==> config.mk <==
export PLATFORM = sky130hd
export DESIGN_NAME = aes_ctr_ram
export DESIGN_NICKNAME = d
export VERILOG_FILES = /design/src/rtl/aes_encrypt_ctr_engine_top_macros.svh /design/src/rtl/aes_ctr_ram.sv
export SDC_FILE = /design/constraint.sdc
export NUM_CORES = 1
export LEC_CHECK = 0
export BUFFER_PORTS_ARGS = -buffer_cell sky130_fd_sc_hd__buf_2
export CAP_MARGIN = 20
export CORE_ASPECT_RATIO = 0.9
export CORE_MARGIN = 3
export CORE_UTILIZATION = 58
export CTS_BUF_LIST = sky130_fd_sc_hd__clkbuf_2 sky130_fd_sc_hd__clkbuf_4 sky130_fd_sc_hd__clkbuf_8
export DETAILED_ROUTE_END_ITERATION = 7
export GPL_ROUTABILITY_DRIVEN = 0
export PLACE_DENSITY_LB_ADDON = 0.3
export SLEW_MARGIN = 20
export SYNTH_ARGS = -nofsm -noshare
export SYNTH_HDL_FRONTEND = slang
export SYNTH_SLANG_ARGS = --single-unit
==> constraint.sdc <==
create_clock -name clk -period 3.6 [get_ports clk]
set_input_delay 0.72 -clock clk [delete_from_list [all_inputs] [get_ports clk]]
set_output_delay 0.72 -clock clk [all_outputs]
set_load 0.1 [all_outputs]
==> src/rtl/aes_encrypt_ctr_engine_top_macros.svh <==
// Assertion macros shared by the AES engine RTL.
// No dependencies.
`ifndef AES_ENCRYPT_CTR_ENGINE_TOP_MACROS_SVH
`define AES_ENCRYPT_CTR_ENGINE_TOP_MACROS_SVH

// Implication checked on every rising clock edge outside reset.
`define AES_ASSERT_IMP(label, clk, rst, ante, cons, msg) \
  label: assert property (@(posedge clk) disable iff (rst) (ante) |-> (cons)) else $error(msg);

// Next-cycle implication checked on every rising clock edge outside reset.
`define AES_ASSERT_NEXT(label, clk, rst, ante, cons, msg) \
  label: assert property (@(posedge clk) disable iff (rst) (ante) |=> (cons)) else $error(msg);

`endif

==> src/rtl/aes_ctr_ram.sv <==
// Generic single-port-write, single-port-read RAM with a registered read.
// No dependencies.
module aes_ctr_ram #(
  parameter int WIDTH = 32,
  parameter int DEPTH = 16
) (
  input  logic                     clk,
  input  logic                     we,
  input  logic [$clog2(DEPTH)-1:0] waddr,
  input  logic [WIDTH-1:0]         wdata,
  input  logic [$clog2(DEPTH)-1:0] raddr,
  output logic [WIDTH-1:0]         rdata
);

  logic [WIDTH-1:0] mem [DEPTH];

  always_ff @(posedge clk) begin
    if (we) begin
      mem[waddr] <= wdata;
    end
    rdata <= mem[raddr];
  end

endmodule

==> out/qor_table.md, run 1 <==
| Quantity | Value |
|:---|:---|
| Sequential share of the synthesized area | 80.7% |
| Setup Skew | 23.5 ps |
| # clock sinks | 544 |
| Port Buf Inserts | 73 |
| Maximum number of pins on one net before global-route repair | 57 |
| Width of the die | 201 µm |
| Number of global-route vias before repair | 9880 |
| Final max-slew violation count | 0 |
| Worst stage delay on the critical path | 460 ps |
| Count of distinct cell types in the synthesized netlist | 18 |
| Net count of the finished layout | 1029 |
| Antenna diode count | 0 |
| Class of the most critical setup path | reg -> out |
| Total core area | 33300 µm² |
| Maximum frequency from static timing analysis | 457 MHz |
| Launching element type of the critical path | register |
| Inserted Clock Buffers | 82 |
| P per Cell Area | 571 nW/µm² |
| Slew margin rel. | 44.8% |
| Final Hold Vio Count | 0 |
| Highest signal layer in the routed design | met5 |
| Final Cycle Share | 60.8% |
| Hold/Removal Path Class | in -> reg |
| Worst hold slack across all endpoints | 500 ps |
| Die height | 182 µm |
| H-Tree Level Count | 3 |
| Data arrival time of the critical path | 1470 ps |
| Length of routed met3 wiring | 3.43 mm |
| Sequence of cells on the critical path | buf_2 |
| Number of nets in the synthesized netlist | 880 |
| Router iterations before antenna repair | 5 |
| Wire length on met1 | 16.6 mm |
| Number of antenna violations at the first check in global routing | 2 |
| Post-CTS sizing | 0 |
| Number of buffers and inverters on the critical path | 1 |
| Finish-stage setup viols | 0 |
| Post-Syn Area | 19900 µm² |
| Sequential share of power | 54.7% |
| Leakage power total | 7.44 nW |
| Register bit count reported by yosys | 544 |
| Remaining number of nets flagged by the antenna check after routing | 0 |
| Aggregate routed wire length | 40.5 mm |
| Clock Power Share | 38.2% |
| Logic gate share of total power | 7.1% |
| Max rail drop VDD | 390 µV |
| Tot GR Track Use | 22.8% |
| Register clock-pin slew on the reported worst setup and hold paths | 70 ps |
| Max-cap check violation count | 0 |
| Switch share | 22.6% |
| Global-route congestion overflow total | 0 |
| Unrepaired setup endpoints after global routing | false |
| Routed len/inst | 26.8 µm |
| Area growth from synthesis to layout | 14.9% |
| Post-Synthesis Mean Instance Area | 23.7 µm² |
| Biggest fanout along the worst timing path | 1 |
| DPL Wire Length | 22.6 mm |
| Post-CTS setup repair buffer count | 0 |
| Gate family responsible for the most delay along the worst path | buffers and inverters |
| Worst path required time | 2880 ps |
| Die Footprint | 36500 µm² |
| Post-layout min period | 2190 ps |
| First-pass GRT wire length | 61.6 mm |
| Hold buffers post-CTS | 0 |
| Placement row count | 63 |
| Total via count after detailed routing | 9218 |
| Max Buffers Root-to-Sink | 3 |
| Status | complete, no violations |
| Initial core utilization | 59.5% |
| DRC violations left | 0 |
| I/O pin cnt | 74 |
| Switching power total | 0.00294 W |
| Routed via count divided by cell count | 6.11 |
| Clock tree from TritonCTS | built |
| Internal power | 0.0101 W |
| DRC violation total after the first TritonRoute iteration | 851 |
| Buffer cell driving the clock tree root | sky130_fd_sc_hd__clkbuf_8 |
| Final sum of negative setup slack | 0 ps |
| Number of cells produced by synthesis | 838 |
| Worst Max-Slew Pin Slew | 827 ps |
| Ratio of cells with drive above 1 in the final layout | 37.3% |
| Kind of capture point of the worst setup path | primary output |
| Clock latency of the later-clocked register in the worst-skew pair | 600 ps |
| Critical-path top delay cell | sky130_fd_sc_hd__buf_2 |
| Synthesis Warnings | 0 |
| Sum of met2 wire segment lengths after detailed routing | 19.8 mm |
layout make-up:
cell class | instances | area [µm²]
clock buffer | 117 | 1450
clock inverter | 33 | 203
fill | 2000 | 10500
multi-input combinational | 251 | 3760
sequential | 544 | 16000
tap | 455 | 569
timing repair buffer | 108 | 815
sequential cells by signal, indices dropped and copies added, names as in the netlist:
name and cells:
mem 512, rdata 32
cell families (layout without fill, tap and decap cells):
logic type / after synthesis / after routing / share of synthesized area [%]
AO/OA/AOI/OAI: 64 / 64 / 2.42
buffers and inverters: 43 / 258 / 1.12
flip-flops: 544 / 544 / 80.7
multiplexers: 128 / 128 / 14.5
AND/OR/NAND/NOR: 59 / 59 / 1.27
synth_stat cells:
| cell type | n | share of area, % |
|---|---|---|
| sky130_fd_sc_hd__dfxtp_1 | 32 | 3.2 |
| sky130_fd_sc_hd__nor2b_1 | 2 | 0.063 |
| sky130_fd_sc_hd__buf_4 | 11 | 0.42 |
| sky130_fd_sc_hd__buf_6 | 2 | 0.11 |
| sky130_fd_sc_hd__a22oi_1 | 64 | 2.4 |
| sky130_fd_sc_hd__and2_1 | 1 | 0.032 |
| sky130_fd_sc_hd__nand2b_1 | 2 | 0.063 |
| sky130_fd_sc_hd__nand3b_1 | 2 | 0.076 |
| sky130_fd_sc_hd__nor3_1 | 4 | 0.10 |
| sky130_fd_sc_hd__or3b_2 | 1 | 0.044 |
| sky130_fd_sc_hd__nand3_1 | 1 | 0.025 |
| sky130_fd_sc_hd__mux4_2 | 128 | 15 |
| sky130_fd_sc_hd__nor2_1 | 13 | 0.25 |
| sky130_fd_sc_hd__buf_2 | 4 | 0.10 |
| sky130_fd_sc_hd__clkbuf_1 | 17 | 0.32 |
| sky130_fd_sc_hd__buf_1 | 9 | 0.17 |
| sky130_fd_sc_hd__edfxtp_1 | 512 | 77 |
| sky130_fd_sc_hd__nand2_1 | 33 | 0.62 |
per-stage QoR:
stage | util [%] | total power [W] | cell area (µm²) | instances | worst slack [ps]
3_5_place_dp | 63.4 | 0.00819 | 21100 | 1357 | 924
6_report | 68.4 | 0.0130 | 22800 | 1508 | 1410
3_3_place_gp | 63.4 | 0.00817 | 21100 | 1357 | 931
5_1_grt | 68.4 | 0.0135 | 22800 | 1508 | 1330
2_1_floorplan | - | 0.00790 | 19900 | 838 | 0.669
4_1_cts | 68.3 | 0.0131 | 22800 | 1507 | 1380
final timing paths:
| kind | startpoint | endpoint | slack, ps | cells after the start |
|---|---|---|---|---|
| worst max register to register | mem[0][9] | rdata[9] | 2230 | 3 |
| worst max-delay path | rdata[21] | rdata[21] | 1410 | 1 |
| worst min register to register | mem[12][25] | rdata[25] | 670 | 3 |
| worst min-delay path | wdata[11] | mem[0][11] | 500 | 1 |
cell usage in the layout, fill, tap and decap left out:
master,instances
sky130_fd_sc_hd__nand2b_1,2
sky130_fd_sc_hd__nor3_4,1
sky130_fd_sc_hd__buf_12,14
sky130_fd_sc_hd__nand2_1,33
sky130_fd_sc_hd__mux4_2,128
sky130_fd_sc_hd__clkinv_2,15
sky130_fd_sc_hd__nor3_2,3
sky130_fd_sc_hd__a22oi_1,64
sky130_fd_sc_hd__clkinv_1,14
sky130_fd_sc_hd__clkbuf_4,26
sky130_fd_sc_hd__edfxtp_1,512
sky130_fd_sc_hd__bufinv_16,2
sky130_fd_sc_hd__nor2_4,13
sky130_fd_sc_hd__nor2b_4,2
sky130_fd_sc_hd__nand3b_1,2
sky130_fd_sc_hd__nand3_1,1
sky130_fd_sc_hd__and2_2,1
sky130_fd_sc_hd__clkbuf_8,92
sky130_fd_sc_hd__or3b_2,1
sky130_fd_sc_hd__buf_4,22
sky130_fd_sc_hd__buf_2,71
sky130_fd_sc_hd__dfxtp_1,32
sky130_fd_sc_hd__clkinvlp_4,2
layer usage:
metal  vias to the layer above  global-route usage, %
li1                       3887                      -
met1                      4831                   33.4
met2                       450                   35.7
met3                        46                   5.22
met4                         4                   6.18
met5                         -                      0
power groups by stage:
stage / sequential, W / combinational [W] / clock, W
global route: 0.00713 / 0.000981 / 0.00534
detailed placement: 0.00725 / 0.000935 / 0
floorplan: 0.00756 / 0.000340 / 0
finish: 0.00712 / 0.000930 / 0.00497
global placement: 0.00725 / 0.000921 / 0
CTS: 0.00712 / 0.000936 / 0.00506
No activity file was read; power rests on OpenSTA's default activity.
==> run 2: changes to the inputs <==
- ABC_AREA: not set -> 1
- clock period: 3.6 -> 1.95 ns (I/O delays scaled with it)
==> out/qor_table.md, run 2 <==
| Quantity | Value |
|:---|:---|
| Sequence of cells on the critical path | buf_2 |
| Antenna diode count | 0 |
| Router iterations before antenna repair | 6 |
| Register bit count reported by yosys | 544 |
| Worst stage delay on the critical path | 460 ps |
| Reg2reg setup slack | 850 ps |
| Final Cycle Share | 96.8% |
| Synthesis Warnings | 0 |
| Setup Skew | 39.7 ps |
| Register clock-pin slew on the reported worst setup and hold paths | 70 ps |
| Fraction of the mapped netlist area in adder cells | 0% |
| Main combinational cell family by area after synthesis | simple AND/OR/NAND/NOR gates |
| Hold/Removal Path Class | in -> reg |
| Cell type contributing the most total cell area after synthesis | sky130_fd_sc_hd__edfxtp_1 |
| Inserted Clock Buffers | 85 |
| Xor/xnor cell area share of the yosys netlist | 0% |
| Hold buffers post-CTS | 0 |
| Clock tree from TritonCTS | built |
| Final max-slew violation count | 0 |
| Count of cells along the worst hold path | 1 |
| Buffer cell driving the clock tree root | sky130_fd_sc_hd__clkbuf_8 |
| Area occupied by registers | 16000 µm² |
| Class of the most critical setup path | reg -> out |
| Number of buffers and inverters on the critical path | 1 |
| Compound-gate portion of the synthesized area | 0% |
| Kind of capture point of the worst setup path | primary output |
| Aggregate routed wire length | 53.5 mm |
| Placed cell areas | 24000 µm² |
| Width of the die | 215 µm |
| Number of antenna violations at the first check in global routing | 2 |
| Top post-synthesis cells by count | 677 x sky130_fd_sc_hd__nand2_1, 512 x sky130_fd_sc_hd__edfxtp_1, 388 x sky130_fd_sc_hd__inv_1 |
| Final design instance area without fill | 25800 µm² |
| Biggest fanout along the worst timing path | 1 |
| Max Buffers Root-to-Sink | 3 |
| Total via count after detailed routing | 15.1k |
| Critical-path top delay cell | sky130_fd_sc_hd__buf_2 |
| Remaining number of nets flagged by the antenna check after routing | 0 |
| Clock latency of the later-clocked register in the worst-skew pair | 650 ps |
| Number of nets in the synthesized netlist | 2162 |
| Status | complete, no violations |
| Multiplexer fraction of the synthesized cell area | 0% |
| Port Buf Inserts | 73 |
| Top-count cell post-synth | sky130_fd_sc_hd__nand2_1 |
| Proportion of netlist area held by the largest area contributor | 67.6% |
| Max-cap check violation count | 0 |
| I/O pin cnt | 74 |
| Post-layout min period | 1890 ps |
| Final sum of negative setup slack | 0 ps |
| Max rail drop VDD | 946 µV |
| Placement row count | 68 |
| Maximum frequency from static timing analysis | 530 MHz |
| Ratio of cells with drive above 1 in the final layout | 12.8% |
| Area used by multi-input combinational logic | 4670 µm² |
| Gate family responsible for the most delay along the worst path | buffers and inverters |
| R2R cell count | 6 |
| Final worst slack | 61.5 ps |
| Routed via count divided by cell count | 5.36 |
| DRC violation total after the first TritonRoute iteration | 1786 |
| P per Cell Area | 984 nW/µm² |
| DRC violations left | 0 |
| Async S/R FF share, synth | 0% |
| Net count of the finished layout | 2271 |
| Die Footprint | 41600 µm² |
| Slew margin rel. | 63.5% |
| Leakage power total | 11.1 nW |
| Registers with the highest flip-flop counts | mem x512, rdata x32 |
| Routed len/inst | 19.0 µm |
| Number of standard cells in the final layout excluding fillers | 2820 |
| Post-CTS sizing | 3 |
| H-Tree Level Count | 3 |
| Top cells by area in the synthesized netlist | sky130_fd_sc_hd__edfxtp_1 68%, sky130_fd_sc_hd__nand2_1 11%, sky130_fd_sc_hd__nand3_1 8.5%, sky130_fd_sc_hd__inv_1 6.4%, sky130_fd_sc_hd__dfxtp_1 2.8% |
| Post-Syn Area | 22700 µm² |
| Number of global-route vias before repair | 15.0k |
| Count of distinct cell types in the synthesized netlist | 15 |
| First-pass GRT wire length | 82.9 mm |
| Tot GR Track Use | 25.7% |
| Total core area | 38500 µm² |
| Final Hold Vio Count | 0 |
| Data arrival time of the critical path | 1500 ps |
| DPL Wire Length | 30.1 mm |
| Top reg by flops | mem |
| Post-layout utilization of the core | 67.0% |
| Number of cells produced by synthesis | 2120 |
| Number of enable-type register cells in the synthesized netlist | 512 |
| Main synth FF type | sky130_fd_sc_hd__edfxtp_1 |
| Post-Synthesis Mean Instance Area | 10.7 µm² |
| Sequential share of the synthesized area | 70.5% |
| Global-route congestion overflow total | 0 |
| Launching element type of the critical path | register |
| Maximum number of pins on one net before global-route repair | 106 |
| Commonest non-fill, non-tap cells in the layout | 677 x sky130_fd_sc_hd__nand2_1, 512 x sky130_fd_sc_hd__edfxtp_1, 386 x sky130_fd_sc_hd__inv_1 |
| Worst Max-Slew Pin Slew | 547 ps |
| Max FFs per register | 512 |
| Simple logic cell fraction of the synthesized area | 20.0% |
| Die height | 194 µm |
| Area growth from synthesis to layout | 13.6% |
| Number of logic stages on the critical path including buffering | 1 |
| Initial core utilization | 59.0% |
| Unrepaired setup endpoints after global routing | false |
| Post-placement worst setup slack | 164 ps |
| Dpl cells | 2667 |
| Most common cell after layout, fill and taps aside | sky130_fd_sc_hd__nand2_1 |
| Finish-stage setup viols | 0 |
| # clock sinks | 544 |
| Post-CTS setup repair buffer count | 0 |
| Worst path required time | 1560 ps |
| Final-layout fill cell count | 2780 |
## run 2: changes by cell type after synthesis, sizes merged, moves of 4 or more
cell   before  now
nor3        4    0
nand2      33  677
nand3       1  385
nor2       13   17
inv         0  390
buf        26   91
a22oi      64    0
mux4      128    0
## run 2: cells by family (layout without fill, tap and decap cells)
kind of cell           Yosys count  after routing
AND/OR/NAND/NOR               1081           1081
flip-flops                     544            544
buffers and inverters          495            670
## run 2: cell type report
type / instances / area share (%)
multi-input cells: 1081 / 18.1
inverters: 390 / 5.70
flip-flops and latches: 544 / 62.0
well taps: 525 / 2.54
clock inverters: 22 / 0.838
repair buffers: 127 / 4.61
clock buffers: 131 / 6.21
## run 2: power breakdown
part | switching [W] | leakage [nW] | internal (W)
Sequential | 0.0000844 | 4.90 | 0.0131
Combinational | 0.00166 | 5.25 | 0.000474
Clock | 0.00434 | 0.970 | 0.00577
Total | 0.00609 | 11.1 | 0.0193
## run 2: final timing paths
path               start          to
max            rdata[11]   rdata[11]
min             wdata[5]  mem[11][5]
max reg2reg  mem[13][31]   rdata[31]
min reg2reg   mem[6][19]   rdata[19]
## run 2: through the flow
| step | hold slack, ps | total power [W] |
|---|---|---|
| floorplan | 489 | 0.0148 |
| global placement | 642 | 0.0155 |
| detailed placement | 662 | 0.0155 |
| CTS | 108 | 0.0255 |
| global route | 135 | 0.0262 |
| finish | 156 | 0.0254 |
## run 2: routing by layer
metal	GRT usage (%)	up-vias	wire length (µm)	part of all wire, %
met5	0	-	9	0.017
met4	10.6	2	1730	3.2
met3	4.75	123	4880	9.1
met2	40.7	733	25100	47
met1	35.6	7193	21800	41
li1	-	7066	-	-
